### config.mk
export PLATFORM = sky130hd
export DESIGN_NAME = spf_front
export DESIGN_NICKNAME = d
export VERILOG_FILES = /design/src/sv/spf_pkg.sv /design/src/sv/spf_front.sv
export SDC_FILE = /design/constraint.sdc
export NUM_CORES = 1
export LEC_CHECK = 0
export ABC_CLOCK_PERIOD_IN_PS = 6600
export BUFFER_PORTS_ARGS = -buffer_cell sky130_fd_sc_hd__buf_2
export CORE_UTILIZATION = 35
export CTS_CLUSTER_DIAMETER = 100
export CTS_CLUSTER_SIZE = 25
export DETAILED_ROUTE_END_ITERATION = 10
export GPL_TIMING_DRIVEN = 1
export PLACE_DENSITY = 0.67
export SYNTH_ARGS = -nofsm -noshare
export SYNTH_HDL_FRONTEND = slang
export SYNTH_SLANG_ARGS = --single-unit
### constraint.sdc
create_clock -name clock -period 6.6 [get_ports clock]
set_clock_uncertainty 0.05 [all_clocks]
set_input_delay 0.66 -clock clock [delete_from_list [all_inputs] [get_ports clock]]
set_output_delay 0.66 -clock clock [all_outputs]
set_load 0.01 [all_outputs]
### src/sv/spf_pkg.sv
// Shared types, constants and helpers of the per-PC stride prefetcher.
package spf_pkg;

   localparam int SPF_TABLE_ENTRIES = 256;
   localparam int ADDR_W            = 48;
   localparam int LINE_W            = 44;
   localparam int STRIDE_W          = 45;
   localparam int TGT_W             = 47;
   localparam int CONF_W            = 2;
   localparam int SHIFT_W           = 4;
   localparam int QUEUE_DEPTH       = 4;
   localparam int CSR_ADDR_W        = 3;
   localparam int CSR_DATA_W        = 32;

   localparam logic [CONF_W-1:0]  CONF_MAX      = 2'd3;
   localparam logic [SHIFT_W-1:0] PAGE_SHIFT    = 4'd12;
   localparam logic [SHIFT_W-1:0] SHIFT_MIN     = 4'd4;
   localparam logic [SHIFT_W-1:0] SHIFT_MAX     = 4'd12;
   localparam logic [SHIFT_W-1:0] LINE_LOG2_RST = 4'd6;

   // register index, taken from paddr[2]
   localparam logic REG_LINE_SIZE = 1'b0;

   typedef struct packed {
      logic [ADDR_W-1:0] pc;
      logic [LINE_W-1:0] line;
      logic              miss;
   } spf_item_type;

   typedef struct packed {
      logic [ADDR_W-1:0]          tag;
      logic [LINE_W-1:0]          prev_line;
      logic signed [STRIDE_W-1:0] stride;
      logic [CONF_W-1:0]          conf;
   } spf_entry_type;

   function automatic logic [SHIFT_W-1:0] spf_eff_shift(input logic [SHIFT_W-1:0] log2);
      logic [SHIFT_W-1:0] sh;
      sh = log2;
      if (log2 < SHIFT_MIN) sh = SHIFT_MIN;
      if (log2 > SHIFT_MAX) sh = SHIFT_MAX;
      return sh;
   endfunction

endpackage

### src/sv/spf_front.sv
// Front end: accepts accesses, drops generated prefetches, forms the line number.
module spf_front import spf_pkg::*; (
   input  logic               clock,
   input  logic               reset,
   input  logic [SHIFT_W-1:0] line_shift,
   input  logic               push,
   output logic               full,
   input  logic [ADDR_W-1:0]  access_pc,
   input  logic [ADDR_W-1:0]  access_addr,
   input  logic               miss,
   input  logic               is_prefetch,
   input  logic               q_full,
   output logic               q_push,
   output spf_item_type       q_item
);

   logic         stage_valid_ff, stage_valid_in;
   spf_item_type stage_ff;
   logic         room, accept, keep;
   logic [ADDR_W-1:0] line_wide;

   assign room   = !stage_valid_ff || !q_full;
   assign full   = !room;
   assign accept = push && room;
   assign keep   = accept && !is_prefetch;
   assign q_push = stage_valid_ff && !q_full;
   assign q_item = stage_ff;

   // shift is at least 4, so the line number fits in LINE_W bits
   assign line_wide = access_addr >> line_shift;

   always_comb begin
      stage_valid_in = stage_valid_ff;
      if (q_push) stage_valid_in = 1'b0;
      if (keep)   stage_valid_in = 1'b1;
   end

   always_ff @(posedge clock) begin
      if (reset) begin
         stage_valid_ff <= 1'b0;
      end else begin
         stage_valid_ff <= stage_valid_in;
      end
   end

   always_ff @(posedge clock) begin
      if (keep) begin
         stage_ff.pc   <= access_pc;
         stage_ff.line <= line_wide[LINE_W-1:0];
         stage_ff.miss <= miss;
      end
   end

endmodule

# Word level (Yosys, flattened, before mapping)
# Cells that the tools add are included.
# totals
wordCells	16
out_inout_bits	95
reg_bits	94
inputBits	106
# op_classes
n_reduce_logical	9
mux	2
n_shift	1
# op_table
operator	count
$shr 48x4->44	1
$logic_not 1->1	4
$logic_and 1x1->1	3
$mux 1	2
$reduce_bool 2->1	1
$logic_or 1x1->1	1

# Logic depth before layout (Yosys ltp)
# logic_depth
depth_word	5
mapped_depth	8
ltp_nobuf	4

# Worst setup path before layout
# No wires, ideal clock.
# synth_timing
path_type	input-to-reg
start	in q_full
end	reg stage_ff (netlist bit q_item[0]) (enable)
stages	3
setup_slack_ps	1303
t_required_ps	6005
arrival_time_ps	4702
path_buffers	0
setup_ps	545
path_cell_list	nand2_1 > inv_1 > nor2_1
# synth_via
elab_chain_len	4
# synth_rtl
item	line	text
start, declared	spf_front.sv:12	input logic q_full,
$logic_not 1->1	spf_front.sv:22	assign room = !stage_valid_ff || !q_full;
$logic_or 1x1->1	spf_front.sv:22	
$logic_and 1x1->1	spf_front.sv:24	assign accept = push && room;
$logic_and 1x1->1	spf_front.sv:25	assign keep = accept && !is_prefetch;
net keep	spf_front.sv:19	logic room, accept, keep;
end, declared	spf_front.sv:18	spf_item_type stage_ff;
# The timed path passes the listed nets, and every way through them passes these cells.
# A chain may end at the register's enable or synchronous reset.

# Worst setup path in the final report
# layout_timing
start	in line_shift[2]
end	reg stage_ff (netlist bit q_item[4]), data pin
# layout_via
elab_chain_len	1
# layout_rtl
item	line	text
start, declared	spf_front.sv:5	input logic [SHIFT_W-1:0] line_shift,
$shr 48x4->44	spf_front.sv:30	assign line_wide = access_addr >> line_shift;
net line_wide[3]	spf_front.sv:20	logic [ADDR_W-1:0] line_wide;
# The timed path passes the listed nets, and every way through them passes these cells.

==> flow_metrics.env <==
export IMPL_status="complete, no violations"
export IMPL_met2_wirelength_um=7207
export IMPL_diodes=0
export IMPL_critPathKind="in2reg"
export IMPL_leakage_nw=2.771
export IMPL_h_tree_depth=3
export IMPL_drive_above_1_share_pct=41.20
export IMPL_num_vias=4059
export IMPL_slew_headroom_pct=19.45
export IMPL_post_cts_buffers=0
export IMPL_r2r_end="q_item[16]$_DFFE_PP_"
export IMPL_arrival_ps=2900
export IMPL_ctsHoldBuffers=0
export IMPL_setup_tns_ps=0
export IMPL_worstPathMaxFanout=36
export IMPL_drt_iter0_markers=395
export IMPL_dr_wl_met3_um=1331
export IMPL_clkTransAtPathRegs_ps=70
export IMPL_start_kind="input pin"
export IMPL_rows=43
export IMPL_cts_path_max_buffers=2
export IMPL_drc_errors=0
export IMPL_synth_nets=484
export IMPL_synth_cell_types=38
export IMPL_grt_max_degree=85
export IMPL_antenna_left=0
export IMPL_post_place_ws_ps=3452
export IMPL_core_area_um2=13880
export IMPL_ys_seq_elements=94
export IMPL_met1_length_um=5667
export IMPL_worst_pin_slew_ps=1207
export IMPL_required_ps=6690
export IMPL_fin_crit_sh_pct=42.56
export IMPL_irDropWorstVdd_v=0.0001429
export IMPL_r2r_start="stage_valid_ff$_SDFFE_PP0P_"
export IMPL_finalCriticalPeriod_ps=2809
export IMPL_nets=669
export IMPL_antenna_found_initial=2
export IMPL_setup_viol=0
export IMPL_gp_congestion=0.8659
export IMPL_wl_um=14390
export IMPL_drv_cap=0
export IMPL_hold_path_class="reg2reg"
export IMPL_grt_pass1_wl_um=20660
export IMPL_die_y_um=121.4
export IMPL_r2r_slack_ps=4530
export IMPL_postSynthCellCount=378
export IMPL_die_area_um2=14740
export IMPL_ff2ff_path_depth=4
export IMPL_routed_via_density=5.426
export IMPL_setup_ws_ps=3791
export IMPL_top_layer="met5"
export IMPL_rsz0062_at_grt="no"
export IMPL_grt_total_usage_pct=18.78
export IMPL_layout_area_overhead_vs_synth_pct=28.13
export IMPL_die_w_um=121.4
export IMPL_final_hold_viol_count=0
export IMPL_port_buffers=200
export IMPL_grt_overflow_total=0
export IMPL_drv_slew=0
export IMPL_yosysSeqAreaShare_pct=56.37
export IMPL_boundaryPins=201
export IMPL_cts_resized=0
export IMPL_clock_fmax_mhz=356.0
export IMPL_cts_made_buffers=9
export IMPL_cts_sinks=94
export IMPL_avgSynthCellArea_um2=13.20
export IMPL_grt_pass1_vias=3763
export IMPL_clock_latency_ps=330
export IMPL_drt_first_pass_iters=5
export IMPL_detailed_place_hpwl_um=10950
export IMPL_hp_start="stage_valid_ff$_SDFFE_PP0P_"
export IMPL_syn_area_um2=4990
export IMPL_endpoint_kind="register"
export IMPL_cts_tree="done"
export IMPL_holdPathEnd="stage_valid_ff$_SDFFE_PP0P_"
export IMPL_wl_per_cell_um=19.24
export IMPL_cts_root_buf="clkbuf_16"
export IMPL_whs_path_depth=2
export IMPL_initial_utilization_pct=35.95
export IMPL_power_density_nw_per_um2=235.7
export IMPL_yosys_warnings=0
==> worst max-delay path, stage by stage <==
cell,delay [ps]
buf_2,610
inv_1,780
mux2i_1,340
mux2i_1,130
a222oi_1,370
==> cell families (layout without fill, tap and decap cells) <==
family,count (synthesis),after routing,share of synthesized area (%)
AOI/OAI and AO/OA,83,83,11.96
buffers and inverters,36,226,3.786
DFF,94,94,56.37
muxes,94,94,21.79
and+or+nand+nor,71,71,6.093
==> per-stage QoR <==
| stage | power, mW | utilization (%) | cell area (um2) | std cells | hold WS, ps |
|---|---|---|---|---|---|
| 2_1_floorplan | 0.8887 | - | 4990 | 378 | 393.3 |
| 3_3_place_gp | 0.9876 | 43.85 | 6087 | 732 | 403.4 |
| 3_5_place_dp | 0.9923 | 43.85 | 6087 | 732 | 414.0 |
| 4_1_cts | 1.521 | 46.06 | 6394 | 748 | 413.1 |
| 5_1_grt | 1.569 | 46.06 | 6394 | 748 | 417.5 |
| 6_report | 1.507 | 46.06 | 6394 | 748 | 421.4 |
==> state kept, by name, summed over array words and instances (netlist names) <==
name,flops
q_item,93
stage_valid_ff,1
==> synthesized netlist by cell type <==
library cell | n | area share (%)
mux2_1 | 7 | 1.6
buf_1 | 2 | 0.15
a211oi_1 | 2 | 0.30
dfxtp_1 | 1 | 0.40
nand2b_1 | 2 | 0.25
mux4_2 | 8 | 3.6
a211o_1 | 1 | 0.18
nor3_1 | 4 | 0.40
buf_2 | 10 | 1.0
mux4_1 | 2 | 1.1
a222oi_1 | 1 | 0.20
nor2b_1 | 3 | 0.38
buf_6 | 4 | 0.90
and2_1 | 1 | 0.13
o221ai_1 | 2 | 0.35
nand2_1 | 45 | 3.4
buf_4 | 3 | 0.45
and3_1 | 2 | 0.25
nor2_4 | 1 | 0.23
o211ai_1 | 1 | 0.15
o21ai_0 | 4 | 0.40
nand3b_1 | 1 | 0.15
o22ai_1 | 5 | 0.63
inv_1 | 6 | 0.45
o21a_1 | 1 | 0.15
clkbuf_1 | 11 | 0.83
a22oi_1 | 54 | 8.1
a221o_1 | 1 | 0.20
a21oi_1 | 7 | 0.70
mux2i_1 | 73 | 15
mux2_2 | 4 | 0.90
edfxtp_1 | 93 | 56
o21ai_1 | 1 | 0.10
a22o_1 | 1 | 0.18
a31oi_1 | 1 | 0.13
nand3_1 | 1 | 0.10
nor2_1 | 11 | 0.83
a221oi_1 | 1 | 0.18
==> report_power, final <==
part / switching [mW] / internal, mW
clock network: 0.227 / 0.300
logic: 0.160 / 0.111
registers: 0.00846 / 0.700
==> how the worst max path moves through the flow <==
stage             startpoint             endpoint  slack (ps)  depth (start not counted)
6_report       line_shift[2]  q_item[4]$_DFFE_PP_        3790                          5
5_1_grt        line_shift[2]  q_item[4]$_DFFE_PP_        3680                          5
4_1_cts        line_shift[2]  q_item[4]$_DFFE_PP_        3810                          5
3_5_place_dp   line_shift[2]  q_item[4]$_DFFE_PP_        3450                          5
3_3_place_gp   line_shift[2]  q_item[4]$_DFFE_PP_        3550                          5
2_1_floorplan         q_full  q_item[0]$_DFFE_PP_        1300                          3
==> final cells by class <==
class | count | area, um2
inverters | 6 | 22.52
fillers | 1286 | 7487
flip-flops and latches | 94 | 2813
clock buffers | 9 | 225.2
multi-input cells | 248 | 1996
clock inverters | 7 | 81.33
repair buffers | 204 | 1031
well taps | 180 | 225.2
==> per-layer routing <==
metal / global-route usage (%) / up-vias
li1: - / 1863
met3: 4.511 / 15
met2: 32.46 / 241
met5: 0 / -
met4: 5.401 / 4
met1: 23.12 / 1936
==> layout by cell type, fill, tap and decap left out, drive strengths merged <==
master,count
a31oi,1
a221oi,1
a22o,1
o21ai,5
clkinvlp,2
nor2,12
a222oi,1
o21a,1
a211o,1
dfxtp,1
nand3b,1
a221o,1
clkbuf,9
a22oi,54
o22ai,5
nor3,4
inv,9
nand2b,2
clkinv,1
a211oi,2
buf,204
nor2b,3
nand2,45
a21oi,7
nand3,1
o211ai,1
edfxtp,93
mux2,11
and2,1
o221ai,2
mux2i,73
bufinv,1
and3,2
mux4,10
Note: power is estimated with default switching activity, not from simulation.
