### src/sv/spf_pkg.sv
// Shared types, constants and helpers of the per-PC stride prefetcher.
package spf_pkg;

   localparam int SPF_TABLE_ENTRIES = 256;
   localparam int ADDR_W            = 48;
   localparam int LINE_W            = 44;
   localparam int STRIDE_W          = 45;
   localparam int TGT_W             = 47;
   localparam int CONF_W            = 2;
   localparam int SHIFT_W           = 4;
   localparam int QUEUE_DEPTH       = 4;
   localparam int CSR_ADDR_W        = 3;
   localparam int CSR_DATA_W        = 32;

   localparam logic [CONF_W-1:0]  CONF_MAX      = 2'd3;
   localparam logic [SHIFT_W-1:0] PAGE_SHIFT    = 4'd12;
   localparam logic [SHIFT_W-1:0] SHIFT_MIN     = 4'd4;
   localparam logic [SHIFT_W-1:0] SHIFT_MAX     = 4'd12;
   localparam logic [SHIFT_W-1:0] LINE_LOG2_RST = 4'd6;

   // register index, taken from paddr[2]
   localparam logic REG_LINE_SIZE = 1'b0;

   typedef struct packed {
      logic [ADDR_W-1:0] pc;
      logic [LINE_W-1:0] line;
      logic              miss;
   } spf_item_type;

   typedef struct packed {
      logic [ADDR_W-1:0]          tag;
      logic [LINE_W-1:0]          prev_line;
      logic signed [STRIDE_W-1:0] stride;
      logic [CONF_W-1:0]          conf;
   } spf_entry_type;

   function automatic logic [SHIFT_W-1:0] spf_eff_shift(input logic [SHIFT_W-1:0] log2);
      logic [SHIFT_W-1:0] sh;
      sh = log2;
      if (log2 < SHIFT_MIN) sh = SHIFT_MIN;
      if (log2 > SHIFT_MAX) sh = SHIFT_MAX;
      return sh;
   endfunction

endpackage

### src/sv/spf_queue.sv
// Small first-in first-out queue of fixed-width items.
module spf_queue import spf_pkg::*; #(
   parameter int WIDTH = ADDR_W,
   parameter int DEPTH = QUEUE_DEPTH
) (
   input  logic             clock,
   input  logic             reset,
   input  logic             push,
   input  logic [WIDTH-1:0] push_data,
   output logic             full,
   input  logic             pop,
   output logic [WIDTH-1:0] pop_data,
   output logic             empty
);

   localparam int AW = $clog2(DEPTH);

   logic [WIDTH-1:0] slot_ff [DEPTH];
   logic [AW-1:0]    wr_ptr_ff, wr_ptr_in;
   logic [AW-1:0]    rd_ptr_ff, rd_ptr_in;
   logic [AW:0]      count_ff, count_in;
   logic             do_push, do_pop;

   assign full     = (count_ff == (AW+1)'(DEPTH));
   assign empty    = (count_ff == '0);
   assign do_push  = push && !full;
   assign do_pop   = pop && !empty;
   assign pop_data = slot_ff[rd_ptr_ff];

   always_comb begin
      wr_ptr_in = wr_ptr_ff;
      rd_ptr_in = rd_ptr_ff;
      count_in  = count_ff;
      if (do_push) wr_ptr_in = (wr_ptr_ff == AW'(DEPTH-1)) ? '0 : wr_ptr_ff + 1'b1;
      if (do_pop)  rd_ptr_in = (rd_ptr_ff == AW'(DEPTH-1)) ? '0 : rd_ptr_ff + 1'b1;
      if (do_push && !do_pop) count_in = count_ff + 1'b1;
      if (do_pop && !do_push) count_in = count_ff - 1'b1;
   end

   always_ff @(posedge clock) begin
      if (reset) begin
         wr_ptr_ff <= '0;
         rd_ptr_ff <= '0;
         count_ff  <= '0;
      end else begin
         wr_ptr_ff <= wr_ptr_in;
         rd_ptr_ff <= rd_ptr_in;
         count_ff  <= count_in;
      end
   end

   always_ff @(posedge clock) begin
      if (do_push) slot_ff[wr_ptr_ff] <= push_data;
   end

endmodule

### config.mk
export PLATFORM = sky130hd
export DESIGN_NAME = spf_queue
export DESIGN_NICKNAME = d
export VERILOG_FILES = /design/src/sv/spf_pkg.sv /design/src/sv/spf_queue.sv
export SDC_FILE = /design/constraint.sdc
export NUM_CORES = 1
export LEC_CHECK = 0
export BUFFER_PORTS_ARGS = -buffer_cell sky130_fd_sc_hd__buf_2
export CAP_MARGIN = 30
export CORE_MARGIN = 10
export CORE_UTILIZATION = 45
export CTS_CLUSTER_DIAMETER = 30
export DETAILED_ROUTE_END_ITERATION = 6
export MAX_ROUTING_LAYER = met4
export PLACE_DENSITY_LB_ADDON = 0.05
export REMOVE_ABC_BUFFERS = 1
export SYNTH_ARGS = -nofsm -noshare
export SYNTH_HDL_FRONTEND = slang
export SYNTH_SLANG_ARGS = --single-unit
export TNS_END_PERCENT = 1
### constraint.sdc
create_clock -name clock -period 2.4 [get_ports clock]
set_input_delay 0.48 -clock clock [delete_from_list [all_inputs] [get_ports clock]]
set_output_delay 0.48 -clock clock [all_outputs]
set_load 0.02 [all_outputs]
Word-level counts from Yosys, hierarchy flattened
Memory sizes are Yosys's and may differ from the RTL's. A register that Yosys moved wholly into a read port is not among the register bits.
Index checks and enable logic that the tools add are counted.
- add/subtract/negate cells: 4
- eq/ne operators: 3
- muxes and demuxes: 8
- reduce and logical (&&, ||, !) cells: 10
- operators by type and width (kind ; count):
    two-way mux 2 bit ; 4
    two-way mux 3 bit ; 2
    adder 2 x 1 -> 2 bit (second input constant) ; 2
    == test 2 bit (second input constant) ; 2
    logical AND 1 bit ; 4
    logical NOT 1 bit ; 4
    adder 3 x 1 -> 3 bit (second input constant) ; 1
    == test 3 bit (second input constant) ; 1
    logical NOT 3 bit ; 1
    subtractor 3 x 1 -> 3 bit (second input constant) ; 1
    two-way mux 1 bit ; 2
    nonzero test 2 bit ; 1
- bits in registers: 7
- RAM bits: 192
- input bits: 52
- word-level logic and storage cells: 29
- memories: 1
- memories (memory ; words ; width ; rd ports ; clocked after memory_dff ; wr ports ; RTL line ; RTL):
    slot_ff ; 4 ; 48 ; 1 ; 1 ; 1 ; spf_queue.sv:18 ; logic [WIDTH-1:0] slot_ff [DEPTH];

Depth between registers and ports, before layout
Gate-level depths: netlist of run 1.
- word-level depth: 7
- depth in mapped cells: 10
- mapped depth without buffers: 9

Least setup slack after synthesis of run 1
No wires, ideal clock.
- path type: reg-to-reg
- start point: register count_ff[2]
- end point: register count_ff[2]
- setup time: 0.070 ns
- data arrival time: 2.280 ns
- data required time: 2.330 ns
- setup slack: 0.050 ns
- stages on the path, launching flop included: 11
- path buffers: 1
- path through: dfxtp_1 or3b_1 buf_6 and2_4 inv_1 ha_1 inv_1 fa_1 xor2_1 or3_2 a21oi_1
- longest elaborated chain between the ends: 6
- RTL lines (what ; RTL line ; RTL):
    start, declared ; spf_queue.sv:21 ; logic [AW:0] count_ff, count_in;
    start signal, assigned ; spf_queue.sv:48 ; count_ff <= count_in;
    branches (longest 6 deep; another with adder 3 x 1 -> 3 bit) ; n/a ;
Several ways; the timed one is not identified. The select of a mux whose other input is x is not followed.
A chain may end at the register's enable or synchronous reset.

==> metrics.txt, run 1 <==
max_cap viols=0; CTS tree=done; Final Max Slew Viols=0; multi-input logic area=1369 um^2; relative slew slack=between 50% and 60%; initial antenna violation count=1; Inserted Clock Buffers=40; Synth-to-Final Area Change=30.55%; critical path fanouts, max=18; CTS max path bufs=3; clock-pin slew on the worst setup and hold paths=roughly 0.050 ns; VDD IR-drop max=about 0.86 mV; Leakage=3.382 nW; count leader, synth=edfxtp_1; Hold WS=slightly below 0.2 ns; Arr. time, crit path=between 1.5 and 2 ns; DIE WIDTH=148.3 um; Critical Path End Type=primary output; Syn. warnings=0; crit-path cells=buf_12, mux4_2, buf_2; Root Driver=clkbuf_16; main combinational cell family by area after synthesis=multiplexers; asr flop ratio synth=0%; register area=roughly 6000 um^2; Fin. Hold Viols=0; status=complete, no violations; vias=~3,500; post-synthesis sequential area ratio=roughly four fifths; Yosys reg bits=around 200; measured slew at the worst slew-check pin=around 0.64 ns; Simple-Gate Fraction of Synth Area=roughly 1.4%; Hold Buf Count CTS=0; Overall Global Routing Usage=between 10% and 20%; GRT overflow=0; port buffer count=roughly 100; layout cells sized above 1=around half; Synth Area in Compound Gates=0.7092%; Filler cells=approximately 1,200; Synth Area in Adders=1.283%; setup repair after global routing missed its margin=yes; post-DR wirelength/cell=about 20 um; Cell Count, Final, Fillers Out=around 700; Synth Cell Area=~7400 um^2; Placer Congestion=0.7252; number of DRC markers in iteration 0=147; Final #Nets=approximately 500; list of most frequent post-synthesis cells=edfxtp_1, mux4_2, dfxtp_1; Detail Placement HPWL=between 8 and 9 mm; clock sink total=around 200; number of global-route vias before repair=slightly below 4,000; vias per cell=a little over 5; kind of critical path=register to primary output; first-pass GRT wire length=roughly 22 mm; fmax=~430 MHz; die height=~150 um; First-pass DRT Iterations=4; Worst-Skew Late Latency=~0.49 ns; Worst setup SP type=register; Critical Path Max Stage Delay=0.54 ns; Slowest cell on crit path=mux4_2; mux contribution to synthesized area=14.72%; endpoints failing setup=0; Remaining DRCs=0; Routed Antenna Nets=0; Synth Area per Inst=~24 um^2; Final period util=a little over nine tenths; Synth Instances=304; fin crit period=roughly 2.3 ns; worst endpoint required time=1.92 ns; Rows=46; Post-synth EDFFs=around 190; xor/xnor cell area share of the yosys netlist=less than 1%; Starting Density=between 40% and 50%; Placed Cells incl. Taps=619; full die area=between 20,000 and 25,000 um^2; CP Buf/Inv Count=2; family with the most delay on the worst path=multiplexers; Synth area leader=edfxtp_1; I/O pin count=roughly 100; largest cells by area after synthesis=edfxtp_1, mux4_2, dfxtp_1; area share of the largest cell type after synthesis=around 78%; Hold WC Path Type=input pin to register; top_reg_cell synth=edfxtp_1; largest net degree at the start of global routing=just under 50; H-tree depth=2; core area=about 16,000 um^2; P per Cell Area=roughly 1200 nW/um^2; Clock Skew=0.01095 ns; total routed wirelength=14.05 mm; Unique masters post-synth=26
==> layout make-up <==
| class | instances | share of cell area [%] |
|---|---|---|
| multi-input cells | 83 | 14.15 |
| clock inverters | 31 | 3.221 |
| clock buffers | 42 | 10.65 |
| repair buffers | 113 | 7.295 |
| inverters | 8 | 0.3104 |
| diodes | 1 | 0.02587 |
| flip-flops and latches | 201 | 61.56 |
| well taps | 216 | 2.794 |
==> routing by layer <==
metal	track usage, %	share of wire, %	vias up
li1	-	-	1594
met1	16.60	44	1817
met2	20.44	49	95
met3	4.460	5.8	26
met4	4.509	1.6	0
met5	-	0	-
==> cell usage in the layout, fill, tap and decap left out, types with 2 or more instances in the layout <==
cell,count
xor2_1,2
clkinvlp_4,6
buf_12,8
a21oi_1,3
clkinv_2,5
nand3_1,2
nor2_1,4
dfxtp_2,4
ha_1,5
clkinv_1,8
clkbuf_16,41
buf_6,2
buf_4,3
buf_2,100
clkinv_4,2
inv_1,8
mux4_2,48
and3_2,4
dfxtp_1,4
inv_6,5
bufinv_16,5
nor3_1,2
edfxtp_1,192
==> kinds of logic after synthesis <==
kind of cell | count (synthesis)
AO/OA/AOI/OAI | 8
multiplexers | 49
AND/OR/NAND/NOR | 17
buffers and inverters | 20
adder cells (fa/ha/maj) | 7
flip-flops | 201
XOR/XNOR | 2
==> registers in the layout, indices dropped and copies added, names as in the netlist, named ones only <==
| signal | cells |
|---|---|
| slot_ff | 192 |
| count_ff | 3 |
| rd_ptr_ff | 2 |
| wr_ptr_ff | 2 |
==> stage by stage <==
step | area, um^2 | power (mW) | TNS (ns) | setup slack [ns] | util, %
6_report | 9673 | 11.95 | 0 | 0.08260 | 60.46
2_1_floorplan | 7332 | 5.819 | -42.88 | -0.8933 | -
3_3_place_gp | 8288 | 6.636 | 0 | 0.09676 | 51.80
4_1_cts | 9637 | 12.08 | 0 | 0.02405 | 60.23
3_5_place_dp | 8288 | 6.659 | 0 | 0.02461 | 51.80
5_1_grt | 9673 | 12.50 | -0.004063 | -0.003357 | 60.46
==> power breakdown <==
group          internal [mW]  switching (mW)
clock                   3.65            1.70
combinational          0.989            1.26
sequential              4.23           0.114
==> worst paths after layout <==
kind,startpoint,end,slack (ns),cells after the start
worst max-delay path,register,pop_data[40],0.08,3
worst min-delay path,push_data[3],slot_ff[2][3],0.19,1
worst max register to register,count_ff[2],count_ff[2],0.15,9
worst min register to register,rd_ptr_ff[0],register,0.51,2
==> repair_timing <==
action,CTS,global route
pin swaps,0,1
gates resized for setup,0,10
endpoints found under the setup margin,40,4
buffers inserted,1,1
(Power assumes the default switching activity.)
==> inputs of run 2 (changes only) <==
--- a/config.mk
+++ b/config.mk
@@ -5,6 +5,7 @@
 export SDC_FILE = /design/constraint.sdc
 export NUM_CORES = 1
 export LEC_CHECK = 0
+export ABC_AREA = 1
 export BUFFER_PORTS_ARGS = -buffer_cell sky130_fd_sc_hd__buf_2
 export CAP_MARGIN = 30
 export CORE_MARGIN = 10
==> metrics.txt, run 2 <==
Leakage=3.626 nW (+7.2%); Final Max Slew Viols=0 (unchanged); Syn. warnings=0 (unchanged); Placer Congestion=0.7599 (+4.8%); P per Cell Area=1321 nW/um^2 (+7.0%); multi-input logic area=1471 um^2 (+7.5%); first-pass GRT wire length=27.71 mm (+26%); I/O pin count=102 (unchanged); count leader, synth=edfxtp_1; GRT overflow=0 (unchanged); Rows=47 (+2.2%); placed cell areas=8449 um^2 (+1.9%); layout cells sized above 1=29.14% (-21 points); DIE WIDTH=150.7 um (+1.6%); Inserted Clock Buffers=40 (unchanged); Root Driver=clkbuf_16; Hold WC Path Type=input pin to register; Critical Path End Type=primary output; kind of critical path=register to primary output; Final Total Pwr=13.07 mW (+9.4%); hold path depth=1 (unchanged); Reg2Reg Depth=11 (+2); post-synthesis sequential area ratio=77.41% (-2.8 points); Worst-Skew Late Latency=0.51 ns (+0.02 ns); Final period util=97.97% (+1.4 points); core area=16,640 um^2 (+4.0%); Synth Area per Inst=14.30 um^2 (-41%); Routed Antenna Nets=0 (unchanged); asr flop ratio synth=0% (unchanged); largest net degree at the start of global routing=54 (+10%); register area=5953 um^2 (about the same); top_reg_cell synth=edfxtp_1; post-DR wirelength/cell=19.37 um (-4.2%); vias=4,762 (+35%); flop-to-flop setup slack=0.63 ns (+0.48 ns); Unique masters post-synth=24 (-7.7%); Worst setup SP type=register; port buffer count=101 (unchanged); status=complete, no violations; fin crit period=2.351 ns (+0.03380 ns); Synth area leader=edfxtp_1; Synth-to-Final Area Change=28.80%; Starting Density=46.15% (-0.15 points); Arr. time, crit path=1.87 ns (+0.03 ns); Detail Placement HPWL=10.29 mm (+23%); max_cap viols=0 (unchanged); Synth Instances=537 (+77%); clock sink total=201 (unchanged); largest cells by area after synthesis=edfxtp_1, o21ai_0, nor2_1; measured slew at the worst slew-check pin=0.4214 ns (-0.2223 ns); Antenna Cells=0 (-1); Remaining DRCs=0 (unchanged); die height=150.7 um (+1.6%); CTS max path bufs=3 (unchanged); max FFs per register=192 (unchanged); Hold Buf Count CTS=0 (unchanged); CTS tree=done; full die area=22,700 um^2 (+3.2%); VDD IR-drop max=0.6588 mV (-23%); most common cell after layout, fill and taps aside=edfxtp_1; crit-path cells=inv_12, buf_4, nor2_1, o22ai_1, buf_2; Clock Skew=0.01308 ns (+0.002130 ns); worst endpoint required time=1.92 ns (about the same); Overall Global Routing Usage=16.09% (+2.7 points); number of DRC markers in iteration 0=278 (+89%); Filler cells=1,307 (+8.9%); Final #Nets=728 (+44%); clock-pin slew on the worst setup and hold paths=0.05 ns (about the same); setup ws final=0.04880 ns (-0.03380 ns); vias per cell=5.176 (+1.9%); Cell Count, Final, Fillers Out=920 (+32%); Yosys reg bits=201 (unchanged); largest registers=slot_ff (192), count_ff (3); area share of the largest cell type after synthesis=75.06% (-2.8 points); endpoints failing setup=0 (unchanged); relative slew slack=71.91% (+15 points); setup repair after global routing missed its margin=yes; Critical Path Max Stage Delay=0.44 ns (-0.10 ns); number of global-route vias before repair=5,028 (+29%); First-pass DRT Iterations=4 (unchanged); critical path fanouts, max=40 (+22); total routed wirelength=17.82 mm (+27%); Synth Cell Area=7681 um^2 (+3.7%); list of most frequent post-synthesis cells=edfxtp_1, nor2_1, o21ai_0; fmax=425.3 MHz (-1.4%); Most flops, register=slot_ff; Fin. Hold Viols=0 (unchanged); Setup TNS Final=0 ns (unchanged); Slowest cell on crit path=dfxtp_4; Post-synth EDFFs=192 (unchanged); initial antenna violation count=0 (-1); worst slack at placement=0.3782 ns (+0.3536 ns); H-tree depth=2 (unchanged); design area=9893 um^2 (+2.3%); commonest non-fill, non-tap cells in the layout=edfxtp_1, buf_2, nor2_1, o21ai_0, o22ai_1; Placed Cells incl. Taps=845 (+37%)
run 2: cell count changes after synthesis, moves of 5 or more:
cell      delta
o21ai_1      +9
nor2_1      +96
clkbuf_2     +5
o21ai_0     +88
nand2_1     +13
o22ai_1     +48
mux4_2      -48
inv_1       +10
nor2_2      +10
run 2: final timing paths:
path | end | start
worst max-delay path | pop_data[15] | register
worst min-delay path | slot_ff[0][28] | push_data[28]
worst max register to register | count_ff[2] | count_ff[1]
worst min register to register | count_ff[0] | count_ff[0]
run 2: layer usage:
layer	part of all wire [%]	track usage (%)
met1	45	20.56
met2	47	24.93
met3	5.1	3.721
met4	2.1	5.390
met5	0	-
run 2: power by group:
group          switching [mW]  internal, mW
clock network            1.74          3.76
logic                    2.16          1.02
registers               0.160          4.24
run 2: repair_timing:
action                     CTS  global route
gates cloned                 0             1
setup endpoints to repair   40            18
setup buffers                1             0
resized for setup            8             7
run 2: layout make-up:
| type | instances | area share (%) |
|---|---|---|
| clock buffer | 45 | 10.52 |
| clock inverter | 28 | 3.162 |
| inverter | 20 | 0.8853 |
| multi-input combinational | 285 | 14.87 |
| sequential | 201 | 60.17 |
| tap | 220 | 2.782 |
| timing repair buffer | 121 | 7.601 |
run 2: kinds of logic after synthesis:
group | share of synthesized area [%]
flip-flops | 77.41
AO/OA/AOI/OAI | 10.56
AND/OR/NAND/NOR | 6.727
buffers and inverters | 4.072
adder cells (fa/ha/maj) | 1.238
run 2: worst max-delay path, delay by kind of cell (launching register included):
kind / cells / cell delay (ns)
compound gates: 1 / 0.23
buf+inv: 3 / 0.62
flops: 1 / 0.44
simple gates: 1 / 0.06
run 2: stage by stage:
step           hold WS [ns]  util, %
2_1_floorplan        0.4827        -
6_report             0.1850    59.45
4_1_cts              0.1677    59.15
3_5_place_dp         0.5314    50.77
5_1_grt              0.1810    59.45
3_3_place_gp         0.5116    50.77
